$ cat config.mk
export PLATFORM = sky130hd
export DESIGN_NAME = key_matrix_scan_event_diff_top
export DESIGN_NICKNAME = d
export VERILOG_FILES = /design/src/rtl/core/kmsed_pkg.sv /design/src/rtl/core/kmsed_key_code.sv /design/src/rtl/core/kmsed_match_unit.sv /design/src/rtl/core/kmsed_event_out.sv /design/src/rtl/core/key_matrix_scan_event_diff_top.sv
export SDC_FILE = /design/constraint.sdc
export NUM_CORES = 1
export LEC_CHECK = 0
export BUFFER_PORTS_ARGS = -buffer_cell sky130_fd_sc_hd__buf_4
export CORE_UTILIZATION = 36
export CTS_CLUSTER_SIZE = 40
export DETAILED_ROUTE_END_ITERATION = 8
export GPL_ROUTABILITY_DRIVEN = 0
export HOLD_SLACK_MARGIN = 0.05
export PLACE_DENSITY_LB_ADDON = 0.1
export SLEW_MARGIN = 20
export SYNTH_ARGS = -nofsm -noshare
export SYNTH_HDL_FRONTEND = slang
export SYNTH_SLANG_ARGS = --single-unit
$ cat constraint.sdc
create_clock -name clk -period 6.1 [get_ports clk]
set_input_delay 1.22 -clock clk [delete_from_list [all_inputs] [get_ports clk]]
set_output_delay 1.22 -clock clk [all_outputs]
set_load 0.01 [all_outputs]
$ cat src/rtl/core/kmsed_pkg.sv
`timescale 1ns / 1ps
`default_nettype none

package kmsed_pkg;

  // Matrix geometry and key list size
  localparam int NUM_ROWS   = 8;
  localparam int NUM_COLS   = 7;
  localparam int ROW_STRIDE = 14;   // codes per row pair group
  localparam int HALF_ROWS  = 4;
  localparam int MAX_KEYS   = 8;

  localparam int ROW_W     = $clog2(NUM_ROWS);
  localparam int COL_W     = $clog2(NUM_COLS);
  localparam int CODE_W    = 6;
  localparam int KEY_IDX_W = (MAX_KEYS > 1) ? $clog2(MAX_KEYS) : 1;
  localparam int KEY_CNT_W = $clog2(MAX_KEYS + 1);

  localparam logic [ROW_W-1:0] FIRST_ROW = '0;
  localparam logic [ROW_W-1:0] LAST_ROW  = ROW_W'(NUM_ROWS - 1);
  localparam logic [COL_W-1:0] LAST_COL  = COL_W'(NUM_COLS - 1);

  // One row sample
  typedef struct packed {
    logic [ROW_W-1:0]    row;
    logic [NUM_COLS-1:0] col_levels;
  } in_item_t;

  // One key event
  typedef struct packed {
    logic [CODE_W-1:0] key_code;
    logic              is_press;
    logic              last;
  } out_item_t;

  // Request from the sequencer to the event output stage
  typedef struct packed {
    logic              push;
    logic              flush;
    logic [CODE_W-1:0] key_code;
    logic              is_press;
  } evt_req_t;

  // Result of one step of the shared compare unit
  typedef struct packed {
    logic hit;
    logic exhausted;
  } match_t;

  // Sequencer states
  typedef enum logic [4:0] {
    ST_IDLE   = 5'b00001,
    ST_APPEND = 5'b00010,
    ST_REL    = 5'b00100,
    ST_PRS    = 5'b01000,
    ST_FLUSH  = 5'b10000
  } state_t;

endpackage

`default_nettype wire

$ cat src/rtl/core/kmsed_key_code.sv
`timescale 1ns / 1ps
`default_nettype none

module kmsed_key_code (
  input  wire logic [kmsed_pkg::ROW_W-1:0]  row,
  input  wire logic [kmsed_pkg::COL_W-1:0]  col,
  output logic      [kmsed_pkg::CODE_W-1:0] key_code
);

  logic [1:0]                    row_grp;
  logic [kmsed_pkg::CODE_W-1:0]  grp_base;
  logic [kmsed_pkg::CODE_W-1:0]  col_off;
  logic                          upper_half;

  // code = (3 - row mod 4) * 14 + col * 2 + (row < 4) + 1
  always_comb begin
    row_grp    = 2'(kmsed_pkg::HALF_ROWS - 1) - row[1:0];
    grp_base   = kmsed_pkg::CODE_W'(row_grp) * kmsed_pkg::CODE_W'(kmsed_pkg::ROW_STRIDE);
    col_off    = kmsed_pkg::CODE_W'({col, 1'b0});
    upper_half = (row < kmsed_pkg::ROW_W'(kmsed_pkg::HALF_ROWS));
    key_code   = grp_base + col_off + kmsed_pkg::CODE_W'(upper_half) + kmsed_pkg::CODE_W'(1);
  end

endmodule

`default_nettype wire

$ cat src/rtl/core/kmsed_match_unit.sv
`timescale 1ns / 1ps
`default_nettype none

module kmsed_match_unit (
  input  wire logic [kmsed_pkg::CODE_W-1:0]    probe,
  input  wire logic [kmsed_pkg::CODE_W-1:0]    entry,
  input  wire logic [kmsed_pkg::KEY_CNT_W-1:0] entry_idx,
  input  wire logic [kmsed_pkg::KEY_CNT_W-1:0] entry_cnt,
  output kmsed_pkg::match_t                    result
);

  // Shared compare: is the list walk finished, and if not, does this entry match
  always_comb begin
    result.exhausted = (entry_idx == entry_cnt);
    result.hit       = !result.exhausted && (probe == entry);
  end

endmodule

`default_nettype wire

$ cat src/rtl/core/kmsed_event_out.sv
`timescale 1ns / 1ps
`default_nettype none

module kmsed_event_out (
  input  wire logic                 clk,
  input  wire logic                 rst,
  input  wire kmsed_pkg::evt_req_t  req,
  output logic                      req_ready,
  output logic                      key_evt_valid,
  input  wire logic                 key_evt_ready,
  output kmsed_pkg::out_item_t      key_evt
);

  logic                         pend_valid;
  logic [kmsed_pkg::CODE_W-1:0] pend_code;
  logic                         pend_press;
  logic                         out_free;
  logic                         move_out;

  // One event is held back so the final one can carry the last flag
  always_comb begin
    out_free  = !key_evt_valid || key_evt_ready;
    req_ready = !pend_valid || out_free;
    move_out  = (req.push || req.flush) && pend_valid && out_free;
  end

  // Control
  always_ff @(posedge clk) begin
    if (rst) begin
      pend_valid    <= 1'b0;
      key_evt_valid <= 1'b0;
    end else begin
      if (key_evt_valid && key_evt_ready) begin
        key_evt_valid <= 1'b0;
      end
      if (move_out) begin
        key_evt_valid <= 1'b1;
      end
      if (req.push && req_ready) begin
        pend_valid <= 1'b1;
      end else if (req.flush && req_ready) begin
        pend_valid <= 1'b0;
      end
    end
  end

  // Payload
  always_ff @(posedge clk) begin
    if (move_out) begin
      key_evt.key_code <= pend_code;
      key_evt.is_press <= pend_press;
      key_evt.last     <= req.flush;
    end
    if (req.push && req_ready) begin
      pend_code  <= req.key_code;
      pend_press <= req.is_press;
    end
  end

endmodule

`default_nettype wire

$ cat src/rtl/core/key_matrix_scan_event_diff_top.sv
`timescale 1ns / 1ps
`default_nettype none

// Key matrix scanner with press/release event diff.
// Input channel row_sample: one row of an 8x7 matrix (row index, active-low
// column levels), rows sent 0 to 7; row 0 restarts the current key list.
// Output channel key_evt: key code, press/release, and a last flag on the
// final event of a scan. Releases come first, then presses.
// Sequence: a row request is accepted in idle, then takes 7 column steps (one
// column per cycle through the key code unit). Row 7 then walks both lists
// through one shared comparator, one compare per cycle while no output stall
// holds it, and row_ready returns after both walks and the flush.
// Each event is moved to the key_evt register, once the output is free,
// when the next event is found or the scan ends; the newest is held back
// until then to decide its last flag. A stall on key_evt_ready pauses the
// list walk when an event is waiting; no event is dropped. row_ready is
// high only while the sequencer is idle. Reset clears both key counts and
// the output stage; list contents are never read before being written.
module key_matrix_scan_event_diff_top (
  input  wire logic                 clk,
  input  wire logic                 rst,
  input  wire logic                 row_valid,
  output logic                      row_ready,
  input  wire kmsed_pkg::in_item_t  row_sample,
  output logic                      key_evt_valid,
  input  wire logic                 key_evt_ready,
  output kmsed_pkg::out_item_t      key_evt
);

  kmsed_pkg::state_t                 state;
  kmsed_pkg::state_t                 state_next;
  logic [kmsed_pkg::ROW_W-1:0]       row_q;
  logic [kmsed_pkg::NUM_COLS-1:0]    cols_q;
  logic [kmsed_pkg::COL_W-1:0]       col_idx;
  logic [kmsed_pkg::KEY_CNT_W-1:0]   cur_count;
  logic [kmsed_pkg::KEY_CNT_W-1:0]   prev_count;
  logic [kmsed_pkg::KEY_CNT_W-1:0]   idx_i;
  logic [kmsed_pkg::KEY_CNT_W-1:0]   idx_j;
  logic [kmsed_pkg::CODE_W-1:0]      cur_keys  [kmsed_pkg::MAX_KEYS];
  logic [kmsed_pkg::CODE_W-1:0]      prev_keys [kmsed_pkg::MAX_KEYS];

  logic [kmsed_pkg::CODE_W-1:0]      new_code;
  logic                              key_hit;
  logic                              list_full;
  logic                              in_rel;
  logic [kmsed_pkg::KEY_CNT_W-1:0]   prev_addr;
  logic [kmsed_pkg::KEY_CNT_W-1:0]   cur_addr;
  logic [kmsed_pkg::CODE_W-1:0]      prev_rd;
  logic [kmsed_pkg::CODE_W-1:0]      cur_rd;
  logic [kmsed_pkg::CODE_W-1:0]      probe;
  logic [kmsed_pkg::CODE_W-1:0]      entry;
  logic [kmsed_pkg::KEY_CNT_W-1:0]   outer_cnt;
  logic [kmsed_pkg::KEY_CNT_W-1:0]   inner_cnt;
  logic                              outer_done;
  logic                              scanning;
  kmsed_pkg::match_t                 match;
  kmsed_pkg::evt_req_t               req;
  logic                              req_ready;

  assign row_ready = (state == kmsed_pkg::ST_IDLE);

  // Key code of the column under the append pointer
  kmsed_key_code u_key_code (
    .row      (row_q),
    .col      (col_idx),
    .key_code (new_code)
  );

  always_comb begin
    key_hit   = !cols_q[col_idx];
    list_full = (cur_count >= kmsed_pkg::KEY_CNT_W'(kmsed_pkg::MAX_KEYS));
  end

  // List read ports: releases walk prev (outer) against cur (inner),
  // presses walk cur against prev
  always_comb begin
    in_rel     = (state == kmsed_pkg::ST_REL);
    scanning   = (state == kmsed_pkg::ST_REL) || (state == kmsed_pkg::ST_PRS);
    prev_addr  = in_rel ? idx_i : idx_j;
    cur_addr   = in_rel ? idx_j : idx_i;
    prev_rd    = prev_keys[prev_addr[kmsed_pkg::KEY_IDX_W-1:0]];
    cur_rd     = cur_keys[cur_addr[kmsed_pkg::KEY_IDX_W-1:0]];
    probe      = in_rel ? prev_rd : cur_rd;
    entry      = in_rel ? cur_rd : prev_rd;
    outer_cnt  = in_rel ? prev_count : cur_count;
    inner_cnt  = in_rel ? cur_count : prev_count;
    outer_done = (idx_i == outer_cnt);
  end

  kmsed_match_unit u_match (
    .probe     (probe),
    .entry     (entry),
    .entry_idx (idx_j),
    .entry_cnt (inner_cnt),
    .result    (match)
  );

  // Event request: push an outer key found nowhere in the inner list, flush in ST_FLUSH
  always_comb begin
    req.push     = scanning && !outer_done && match.exhausted;
    req.flush    = (state == kmsed_pkg::ST_FLUSH);
    req.key_code = probe;
    req.is_press = !in_rel;
  end

  kmsed_event_out u_event_out (
    .clk           (clk),
    .rst           (rst),
    .req           (req),
    .req_ready     (req_ready),
    .key_evt_valid (key_evt_valid),
    .key_evt_ready (key_evt_ready),
    .key_evt       (key_evt)
  );

  // Sequencer
  always_comb begin
    state_next = state;
    unique case (state)
      kmsed_pkg::ST_IDLE: begin
        if (row_valid) begin
          state_next = kmsed_pkg::ST_APPEND;
        end
      end
      kmsed_pkg::ST_APPEND: begin
        if (col_idx == kmsed_pkg::LAST_COL) begin
          state_next = (row_q == kmsed_pkg::LAST_ROW) ? kmsed_pkg::ST_REL
                                                      : kmsed_pkg::ST_IDLE;
        end
      end
      kmsed_pkg::ST_REL: begin
        if (outer_done) begin
          state_next = kmsed_pkg::ST_PRS;
        end
      end
      kmsed_pkg::ST_PRS: begin
        if (outer_done) begin
          state_next = kmsed_pkg::ST_FLUSH;
        end
      end
      kmsed_pkg::ST_FLUSH: begin
        if (req_ready) begin
          state_next = kmsed_pkg::ST_IDLE;
        end
      end
      default: state_next = kmsed_pkg::ST_IDLE;
    endcase
  end

  // Control registers
  always_ff @(posedge clk) begin
    if (rst) begin
      state      <= kmsed_pkg::ST_IDLE;
      col_idx    <= '0;
      cur_count  <= '0;
      prev_count <= '0;
      idx_i      <= '0;
      idx_j      <= '0;
    end else begin
      state <= state_next;
      unique case (state)
        kmsed_pkg::ST_IDLE: begin
          col_idx <= '0;
          if (row_valid && (row_sample.row == kmsed_pkg::FIRST_ROW)) begin
            cur_count <= '0;
          end
        end
        kmsed_pkg::ST_APPEND: begin
          col_idx <= col_idx + kmsed_pkg::COL_W'(1);
          idx_i   <= '0;
          idx_j   <= '0;
          if (key_hit && !list_full) begin
            cur_count <= cur_count + kmsed_pkg::KEY_CNT_W'(1);
          end
        end
        kmsed_pkg::ST_REL, kmsed_pkg::ST_PRS: begin
          priority if (outer_done) begin
            idx_i <= '0;
            idx_j <= '0;
          end else if (match.exhausted) begin
            if (req_ready) begin
              idx_i <= idx_i + kmsed_pkg::KEY_CNT_W'(1);
              idx_j <= '0;
            end
          end else if (match.hit) begin
            idx_i <= idx_i + kmsed_pkg::KEY_CNT_W'(1);
            idx_j <= '0;
          end else begin
            idx_j <= idx_j + kmsed_pkg::KEY_CNT_W'(1);
          end
        end
        kmsed_pkg::ST_FLUSH: begin
          if (req_ready) begin
            prev_count <= cur_count;
          end
        end
        default: ;
      endcase
    end
  end

  // Payload registers: row sample and both key lists
  always_ff @(posedge clk) begin
    if (row_valid && row_ready) begin
      row_q  <= row_sample.row;
      cols_q <= row_sample.col_levels;
    end
    if ((state == kmsed_pkg::ST_APPEND) && key_hit && !list_full) begin
      cur_keys[cur_count[kmsed_pkg::KEY_IDX_W-1:0]] <= new_code;
    end
    if ((state == kmsed_pkg::ST_FLUSH) && req_ready) begin
      prev_keys <= cur_keys;
    end
  end

  // Checks
  a_cur_count_bound: assert property (@(posedge clk) disable iff (rst)
    cur_count <= kmsed_pkg::KEY_CNT_W'(kmsed_pkg::MAX_KEYS))
    else $error("current key count past list size");

  a_evt_code_range: assert property (@(posedge clk) disable iff (rst)
    key_evt_valid |-> (key_evt.key_code != '0) &&
                      (key_evt.key_code <= kmsed_pkg::CODE_W'(
                         kmsed_pkg::NUM_ROWS * kmsed_pkg::NUM_COLS)))
    else $error("event key code out of range");

  a_list_handover: assert property (@(posedge clk) disable iff (rst)
    (state == kmsed_pkg::ST_FLUSH && req_ready) |=> prev_count == $past(cur_count))
    else $error("previous list count not taken over at end of scan");

  a_busy_no_accept: assert property (@(posedge clk) disable iff (rst)
    scanning |-> !row_ready)
    else $error("row request accepted during list walk");

endmodule

`default_nettype wire
==> results.ini, run 1 <==
[clocking]
clk_pin_slew_worst_paths_ns = 0.07
clock_tree.buffer_depth = 2
clockRootBuffer = clkbuf_16
cts_sinks = 147
numCtsBuffers = 17
cts_setup_buffers = 0
clk_latency_ns = 0.43
hold_buffers = 0
cts_resized = 0
h-tree-depth = 4
cts_tree = yes

[yosys]
ys_seq_area_share_pct = 57.5
yosysWarnings = 0
netlist-cell-type-count = 54
synthTopCellsByArea = edfxtp_1, dfxtp_1, mux4_2
synth_largest_area_cell = edfxtp_1
synth-seq-cells = 147
syn_nets = 629
synth_edf_count = 121
synth_area_per_cell_um2 = 12.0
synth_flop_cell = edfxtp_1
synthCells = 601
ys_async_sr_fraction_pct = 0
synth_area_um2 = 7220
synth_top_area_share_pct = 50.3

[global_route]
grt_pass1_wl_mm = 27.5
grt_pass1_vias = 4779
grt.total_usage_pct = 18.5
antenna_found_initial = 0
grt_overflow = 0
grt_max_degree = 53

[pwr]
clkPwrFrac_pct = 44.4
sequentialPowerShare_pct = 49.8
p_leak_nw = 2.79
combPwrFrac_pct = 5.9
swShare_pct = 25.1
switching_power_mw = 0.566
peakVddDrop_v = 0.000164
internal_power_mw = 1.69
cellPowerDensity_nw_per_um2 = 275
power_mw = 2.25

[routing]
drc = 0
routed-via-count = 4811
wl_per_cell_um = 19.7
wl_met2_mm = 8.08
routed-wl-met3_um = 805
top_layer = met4
wirelength_met1_mm = 8.43
drt_iter0_markers = 466
drtAntennaViolNets = 0
viasPerCell = 5.39
routed_wirelength_mm = 17.6
drtPass1Iterations = 5

[status]
outcome = complete, no violations

[place]
hpwl_mm = 12.1
dpl_cell_area_um2 = 7630
port_buffers = 23

[critical_path]
crit_required_ns = 6.43
r2r_start = state[3]
crit_path_end_kind = flop
path_class = flop to flop
critPathLaunch = state[3]
crit_path_start_kind = flop
crit_fanout = 38
worstPathArrival_ns = 4.68

[floorplan]
die_h_um = 144
die_area_um2 = 20600
io_pins = 24
core.rowCount = 51
start_util_pct = 36.9
fp.dieW_um = 144
core-area_um2 = 19600

[timing]
fmax_mhz = 230
skew_ns = 0.00893
fin_crit_sh_pct = 71.3
slew_viol_final = 0
whs_ns = 0.419
worst_pin_slew_ns = 0.814
grt_setup_unrepaired = false
finalSetupViolCount = 0
setup_tns_ns = 0
finalCriticalPeriod_ns = 4.35
slew_headroom_pct = 45.5
hold_viol = 0

[final_layout]
diodes = 0
fin_area_um2 = 8190
fill_cells = 1793
fin_nets = 643
drive_gt1_share_pct = 14.6
area_growth_pct = 13.4
utilization_pct = 41.8

[worst_hold_path]
min-delay-path-class = flop to flop
hp-start = u_event_out.pend_code[3]

[flow_run]
drv_cap = 0

[critical path, cell delays in order, from the launching register on]
cell     delay [ns]
dfxtp_1        0.42
or4_1          0.55
buf_4          0.29
nor2_8         0.16
inv_2          0.32
o21ai_2        0.68
mux2i_1        0.20
mux4_2         0.53
xnor2_1        0.25
a41oi_1        0.23
or4b_1         0.51
o31ai_1        0.09
[path summary, 6_finish.rpt]
kind / slack (ns) / cells past startpoint / to
max: 1.75 / 11 / idx_i[1]
min: 0.42 / 0 / u_event_out.key_evt[5]
max reg2reg: 1.75 / 11 / idx_i[1]
min reg2reg: 0.42 / 0 / u_event_out.key_evt[5]
[Yosys cell counts, types with 7 or more instances]
cell / instances
mux2i_1: 28
xnor2_1: 14
a311oi_1: 24
nand2_1: 70
nand2b_1: 29
a211oi_1: 25
nor2_1: 31
nand3_1: 7
clkbuf_1: 24
ha_1: 13
inv_1: 16
dfxtp_1: 26
mux4_2: 15
a21oi_1: 47
edfxtp_1: 121
o21ai_0: 9
nor3_1: 14
[stage by stage]
| step | std cells | worst slack, ns |
|---|---|---|
| global route | 893 | 1.44 |
| global placement | 861 | 1.85 |
| detailed placement | 861 | 1.81 |
| floorplan | 601 | 2.59 |
| CTS | 893 | 1.76 |
| finish | 893 | 1.75 |
[power groups by stage]
stage	Combinational [mW]	Sequential, mW	Clock [mW]
after floorplan	0.0982	1.13	0
after global placement	0.131	1.14	0
after detailed placement	0.133	1.14	0
after CTS	0.133	1.12	1.02
after global routing	0.148	1.12	1.06
final	0.133	1.12	0.999
[per-layer routing]
metal / vias to the layer above / global-route usage (%)
met5: - / 0
met4: 0 / 6.94
met3: 20 / 3.50
met2: 134 / 28.8
met1: 2372 / 25.5
li1: 2285 / -
[registers in the layout (all words and copies together) (netlist names), 4 cells and up]
signal and flops:
idx_j 4, state 5, cols_q 7, u_event_out.key_evt 8, cur_keys 48, cur_count 4, u_event_out.pend_code 6, prev_count 4
prev_keys 48, idx_i 4
[final cells by class]
| cell class | count | area (µm²) | area share [%] |
|---|---|---|---|
| sequential | 147 | 4150 | 50.7 |
| tap | 265 | 332 | 4.05 |
| multi-input combinational | 397 | 2820 | 34.4 |
| timing repair buffer | 34 | 255 | 3.12 |
| clock inverter | 15 | 135 | 1.65 |
| clock buffer | 17 | 425 | 5.20 |
| inverter | 18 | 67.6 | 0.825 |
[kinds of logic after synthesis]
family	share of synthesized area [%]
adder cells (fa/ha/maj)	2.53
AO/OA/AOI/OAI	12.5
AND/OR/NAND/NOR	12.9
XOR/XNOR	2.43
flip-flops	57.5
multiplexers	8.56
buffers and inverters	3.59
[cell usage in the layout (no fill, tap or decap), types with 17 or more instances in the layout]
| cell type | n |
|---|---|
| nor2_1 | 31 |
| dfxtp_1 | 26 |
| nand2b_1 | 29 |
| clkbuf_16 | 17 |
| nand2_1 | 70 |
| a211oi_1 | 25 |
| a21oi_1 | 47 |
| buf_4 | 34 |
| mux2i_1 | 28 |
| a311oi_1 | 24 |
| edfxtp_1 | 121 |
Power figures use the tool's default switching activity.
==> run 2, diff against run 1 <==
==> constraint.sdc (replaced) <==
create_clock -name clk -period 3.8 [get_ports clk]
set_input_delay 0.76 -clock clk [delete_from_list [all_inputs] [get_ports clk]]
set_output_delay 0.76 -clock clk [all_outputs]
set_load 0.01 [all_outputs]
==> run 2 against run 1 <==
  * Global-route usage about the same
  * Utilization increased by 1.2 points
  * Sequential power increased by 60%
  * Critical path depth increased by 1
  * Maximum frequency increased by 20%
  * Total power increased by 66%
  * Hold slack got worse by 0.0014 ns
  * Die area unchanged
  * Critical path type unchanged
  * Largest cell class unchanged
==> results.ini, run 2 (synthesis results as in run 1) <==
[status]
outcome = complete, no violations  ; unchanged

[critical_path]
path_common_cell = buf_4
reg2reg_slack_ns = 0.18  ; was 1.75 ns
worstPathBufferInverterCount = 3  ; was 2
worstPathCellList = or4_1 -> nor2_8 -> inv_2 -> buf_4 -> a311oi_1 -> mux4_2 -> xor2_1 -> nor4_2 -> buf_4 -> a41oi_2 -> or4b_1 -> o31ai_1  ; was or4_1 -> buf_4 -> nor2_8 -> inv_2 -> o21ai_2 -> mux2i_1 -> mux4_2 -> xnor2_1 -> a41oi_1 -> or4b_1 -> o31ai_1
worstReg2RegEnd = idx_i[1]  ; unchanged
crit_path_start_kind = flop  ; unchanged
crit_required_ns = 4.15  ; was 6.43 ns
crit_fanout = 22  ; was 38
crit_path_end_kind = flop  ; unchanged
crit_slowest_cell = or4_1  ; was o21ai_2
worst_path_largest_cell_delay_ns = 0.64  ; was 0.68 ns
critPathTopFamily = simple AND/OR/NAND/NOR gates  ; unchanged
path_class = flop to flop  ; unchanged
r2r_start = state[3]  ; unchanged
reg2reg_depth = 12  ; was 11
worstPathArrival_ns = 3.97  ; was 4.68 ns

[pwr]
combPwrFrac_pct = 6.3  ; was 5.9%
power_mw = 3.74  ; was 2.25 mW
p_leak_nw = 2.91  ; was 2.79 nW
swShare_pct = 23.9  ; was 25.1%
sequentialPowerShare_pct = 48.0  ; was 49.8%
clkPwrFrac_pct = 45.7  ; was 44.4%
cellPowerDensity_nw_per_um2 = 444  ; was 275 nW/µm²
internal_power_mw = 2.84  ; was 1.69 mW
switching_power_mw = 0.893  ; was 0.566 mW
peakVddDrop_v = 0.000300  ; was 0.000164 V

[global_route]
grt_pass1_vias = 4614  ; was 4,779
grt_max_degree = 53  ; unchanged
grt_pass1_wl_mm = 27.6  ; was 27.5 mm
grt.total_usage_pct = 18.5  ; about the same
antenna_found_initial = 0  ; unchanged
grt_overflow = 0  ; unchanged

[routing]
drt_iter0_markers = 450  ; was 466
routed_wirelength_mm = 17.9  ; was 17.6 mm
wl_per_cell_um = 19.6  ; was 19.7 µm
routed-via-count = 4962  ; was 4,811
viasPerCell = 5.42  ; was 5.39
drtPass1Iterations = 5  ; unchanged
drtAntennaViolNets = 0  ; unchanged
drc = 0  ; unchanged

[floorplan]
io_pins = 24  ; unchanged
fp.dieW_um = 144  ; unchanged
start_util_pct = 36.9  ; unchanged
die_area_um2 = 20600  ; unchanged
core-area_um2 = 19600  ; unchanged
core.rowCount = 51  ; unchanged
die_h_um = 144  ; unchanged

[final_layout]
fin_nets = 665  ; was 643
final_common_cell = edfxtp_1  ; unchanged
diodes = 0  ; unchanged
utilization_pct = 43.0  ; was 41.8%
ff_latch_area_um2 = 4150  ; unchanged
fin_area_um2 = 8420  ; was 8190 µm²
fin_cells = 915  ; was 893
layout_common_cells = edfxtp_1, nand2_1, buf_4, a21oi_1, nor2_1  ; was edfxtp_1, nand2_1, a21oi_1, buf_4, nor2_1
area_growth_pct = 16.6  ; was 13.4%
multi_input_area_um2 = 2830  ; was 2820 µm²
drive_gt1_share_pct = 17.5  ; was 14.6%
fill_cells = 1794  ; was 1,793

[place]
pre_cts_ws_ns = 0.0671  ; was 1.81 ns
dpl_cell_area_um2 = 7790  ; was 7630 µm²
port_buffers = 23  ; unchanged
dp.cells = 879  ; was 861
hpwl_mm = 12.8  ; was 12.1 mm

[clocking]
clock_tree.buffer_depth = 2  ; unchanged
clk_latency_ns = 0.43  ; about the same
cts_sinks = 147  ; unchanged
cts_tree = yes  ; unchanged
clockRootBuffer = clkbuf_16  ; unchanged
numCtsBuffers = 17  ; unchanged
h-tree-depth = 4  ; unchanged
clk_pin_slew_worst_paths_ns = 0.07  ; about the same

[flow_run]
drv_cap = 0  ; unchanged

[timing]
worst_pin_slew_ns = 0.813  ; was 0.814 ns
setup_slack_ns = 0.180  ; was 1.75 ns
fin_crit_sh_pct = 95.3  ; was 71.3%
whs_ns = 0.418  ; was 0.419 ns
slew_headroom_pct = 45.4  ; was 45.5%
finalCriticalPeriod_ns = 3.62  ; was 4.35 ns
skew_ns = 0.00927  ; was 0.00893 ns
setup_tns_ns = 0  ; unchanged
grt_setup_unrepaired = false  ; unchanged
hold_viol = 0  ; unchanged
finalSetupViolCount = 0  ; unchanged
slew_viol_final = 0  ; unchanged
fmax_mhz = 276  ; was 230 MHz

[worst_hold_path]
hp-start = u_event_out.pend_code[4]  ; was u_event_out.pend_code[3]
hold_depth = 0  ; unchanged
min-delay-path-class = flop to flop  ; unchanged
min_to = u_event_out.key_evt[6]  ; was u_event_out.key_evt[5]

-- run 2: worst max-delay path by stage --
stage                        start  endpoint  slack, ns  cells past startpoint
after CTS                 state[3]  idx_i[1]       0.05                     10
after global routing      state[3]  idx_i[1]      0.006                     10
after floorplan           state[3]  idx_i[1]       0.29                     13
after global placement    state[3]  idx_i[3]       0.15                     10
after detailed placement  state[3]  idx_i[1]       0.07                     10
final                     state[3]  idx_i[1]       0.18                     12
-- run 2: power by group through the flow --
stage	clock [mW]	combinational (mW)	sequential, mW
floorplan	0	0.158	1.82
global placement	0	0.229	1.83
detailed placement	0	0.234	1.83
CTS	1.74	0.235	1.79
global route	1.80	0.257	1.79
finish	1.71	0.234	1.79
-- run 2: area by class of cell --
| class | count | area share [%] |
|---|---|---|
| Timing Repair Buffer | 56 | 5.29 |
| Multi-Input combinational cell | 397 | 33.6 |
| Clock inverter | 14 | 1.99 |
| Inverter | 18 | 0.802 |
| Sequential cell | 147 | 49.3 |
| Clock buffer | 18 | 5.10 |
| Tap cell | 265 | 3.94 |
-- run 2: what timing repair did --
| action | in CTS | in global routing |
|---|---|---|
| endpoints found under the hold margin | 0 | 0 |
| hold buffers | 0 | 0 |
| setup endpoints to repair | 0 | 2 |
| setup buffers | 0 | 4 |
| gates resized for setup | 0 | 1 |
-- run 2: metal layers --
metal  part of all wire (%)  track usage (%)  vias up
li1                       -                -     2332
met1                     49             27.0     2463
met2                     45             27.3      150
met3                    4.8             3.80       17
met4                   0.92             5.60        0
met5                      0                0        -
==> run 3, diff against run 2 <==
==> constraint.sdc (replaced) <==
create_clock -name clk -period 3.15 [get_ports clk]
set_input_delay 0.63 -clock clk [delete_from_list [all_inputs] [get_ports clk]]
set_output_delay 0.63 -clock clk [all_outputs]
set_load 0.01 [all_outputs]
==> run 3 against run 2 <==
  * The run now ends with negative setup slack left
  * Sequential share of layout area down 2.1 points
  * Hold slack lost 0.048 ns
  * Count of clock-buffer cells in the layout is 1 lower
  * Non-clock buffer count is 27 higher
  * Wire length fell by 1.0%
  * Setup slack worse by 0.40 ns
  * Maximum frequency is 7.6% higher
  * Utilization rose by 1.9 points
  * Combinational power is 44% higher
  * Total power grew 22%
==> results.ini, run 3 (synthesis results as in run 1) <==
[status]
outcome = finished, violations left  ; was complete, no violations
violations = negative setup slack

[global_route]
grt.total_usage_pct = 18.6  ; was 18.5%
grt_overflow = 0  ; unchanged
grt_max_degree = 51  ; was 53
grt_pass1_wl_mm = 28.0  ; was 27.6 mm
grt_pass1_vias = 4873  ; was 4,614
antenna_found_initial = 0  ; unchanged

[final_layout]
layout_common_cells = edfxtp_1, buf_4, nand2_1, a21oi_1, nor2_1  ; was edfxtp_1, nand2_1, buf_4, a21oi_1, nor2_1
fin_area_um2 = 8800  ; was 8420 µm²
fill_cells = 1778  ; was 1,794
final_common_cell = edfxtp_1  ; unchanged
fin_nets = 692  ; was 665
area_growth_pct = 21.9  ; was 16.6%
drive_gt1_share_pct = 22.9  ; was 17.5%
utilization_pct = 44.9  ; was 43.0%
fin_cells = 942  ; was 915
diodes = 0  ; unchanged

[routing]
routed-via-count = 4956  ; was 4,962
wl_per_cell_um = 18.9  ; was 19.6 µm
viasPerCell = 5.26  ; was 5.42
drtAntennaViolNets = 0  ; unchanged
drc = 0  ; unchanged
drt_iter0_markers = 305  ; was 450
drtPass1Iterations = 5  ; unchanged
routed_wirelength_mm = 17.8  ; was 17.9 mm

[timing]
slew_headroom_pct = 53.7  ; was 45.4%
worst_pin_slew_ns = 0.689  ; was 0.813 ns
grt_setup_unrepaired = true  ; was false
setup_slack_ns = -0.215  ; was 0.180 ns
skew_ns = 0.0145  ; was 0.00927 ns
hold_viol = 0  ; unchanged
fin_crit_sh_pct = 107  ; was 95.3%
finalSetupViolCount = 3  ; was 0
fmax_mhz = 297  ; was 276 MHz
slew_viol_final = 0  ; unchanged
finalCriticalPeriod_ns = 3.37  ; was 3.62 ns

[critical_path]
worstPathArrival_ns = 3.70  ; was 3.97 ns
crit_fanout = 6  ; was 22
crit_path_start_kind = flop  ; unchanged
worstPathBufferInverterCount = 3  ; unchanged
cp.depth = 12  ; unchanged
crit_required_ns = 3.49  ; was 4.15 ns
worstPathCellList = or4_4 -> nor2_8 -> inv_6 -> a21oi_4 -> buf_6 -> mux4_2 -> xor2_1 -> nor4_2 -> buf_4 -> a41oi_4 -> or4b_1 -> o31ai_1  ; was or4_1 -> nor2_8 -> inv_2 -> buf_4 -> a311oi_1 -> mux4_2 -> xor2_1 -> nor4_2 -> buf_4 -> a41oi_2 -> or4b_1 -> o31ai_1
worst_path_largest_cell_delay_ns = 0.59  ; was 0.64 ns
crit_path_end_kind = flop  ; unchanged
critPathTopFamily = simple AND/OR/NAND/NOR gates  ; unchanged
path_class = flop to flop  ; unchanged
crit_slowest_cell = or4_4  ; was or4_1
reg2reg_depth = 12  ; unchanged

[floorplan]
die_h_um = 144  ; unchanged
fp.dieW_um = 144  ; unchanged
start_util_pct = 36.9  ; unchanged
core-area_um2 = 19600  ; unchanged
io_pins = 24  ; unchanged
die_area_um2 = 20600  ; unchanged
core.rowCount = 51  ; unchanged

[clocking]
h-tree-depth = 4  ; unchanged
clk_pin_slew_worst_paths_ns = 0.07  ; about the same
numCtsBuffers = 17  ; unchanged
clockRootBuffer = clkbuf_16  ; unchanged
clock_tree.buffer_depth = 2  ; unchanged
cts_tree = yes  ; unchanged
clk_latency_ns = 0.43  ; about the same
cts_sinks = 147  ; unchanged

[place]
port_buffers = 23  ; unchanged
dpl_cell_area_um2 = 8000  ; was 7790 µm²
dp.cells = 903  ; was 879
hpwl_mm = 12.7  ; was 12.8 mm

[worst_hold_path]
min-delay-path-class = primary input to flop  ; was flop to flop
hold_depth = 1  ; was 0

[pwr]
power_mw = 4.55  ; was 3.74 mW
p_leak_nw = 3.11  ; was 2.91 nW
cellPowerDensity_nw_per_um2 = 517  ; was 444 nW/µm²
peakVddDrop_v = 0.000322  ; was 0.000300 V

[flow_run]
drv_cap = 0  ; unchanged

run 3: metal layers:
layer	vias to the layer above	GRT usage, %	part of all wire (%)
met3	25	3.93	4.2
li1	2377	-	-
met1	2417	26.2	49
met5	-	0	0
met4	0	6.66	2.2
met2	137	28.3	45
run 3: area by class of cell:
type                       count  area [µm²]  share of cell area (%)
sequential                   147        4160                    47.2
multi-input combinational    397        2940                    33.3
timing repair buffer          83         697                    7.92
clock buffer                  17         425                    4.83
tap                          265         332                    3.77
clock inverter                15         185                    2.10
inverter                      18        72.6                   0.824
run 3: worst reg2reg max path, cell delays in order, from the launching register on:
cell	delay [ns]
dfxtp_2	0.32
or4_4	0.59
nor2_8	0.14
inv_6	0.06
a21oi_4	0.21
buf_6	0.14
mux4_2	0.53
xor2_1	0.18
nor4_2	0.24
buf_4	0.17
a41oi_4	0.10
or4b_1	0.52
o31ai_1	0.07
run 3: worst paths after layout:
path / start / to / slack (ns)
worst min register to register: u_event_out.pend_code[4] / u_event_out.key_evt[6] / 0.42
worst max-delay path: state[3] / idx_i[1] / -0.22
worst max register to register: state[3] / idx_i[1] / -0.22
worst min-delay path: row_sample[1] / cols_q[1] / 0.37
run 3: where the power goes:
group | total [mW] | internal [mW] | switching, mW | leakage [nW]
Sequential | 2.15 | 2.13 | 0.0189 | 1.30
Clock | 2.06 | 1.14 | 0.920 | 0.293
Combinational | 0.337 | 0.133 | 0.203 | 1.52
Total | 4.55 | 3.41 | 1.14 | 3.11
run 3: timing repair:
action / in CTS / in global routing
pin swaps: 5 / 3
gates resized for setup: 13 / 16
hold buffers: 0 / 0
gates cloned: 0 / 0
buffers inserted: 7 / 0
setup endpoints to repair: 17 / 27
run 3: metrics by stage:
| step | setup WS (ns) | hold slack [ns] | TNS [ns] |
|---|---|---|---|
| 3_3_place_gp | -0.296 | 0.404 | -2.08 |
| 4_1_cts | -0.184 | 0.357 | -0.427 |
| 5_1_grt | -0.347 | 0.351 | -1.61 |
| 3_5_place_dp | -0.332 | 0.405 | -2.15 |
| 2_1_floorplan | -0.307 | 0.400 | -0.754 |
| 6_report | -0.215 | 0.370 | -0.447 |
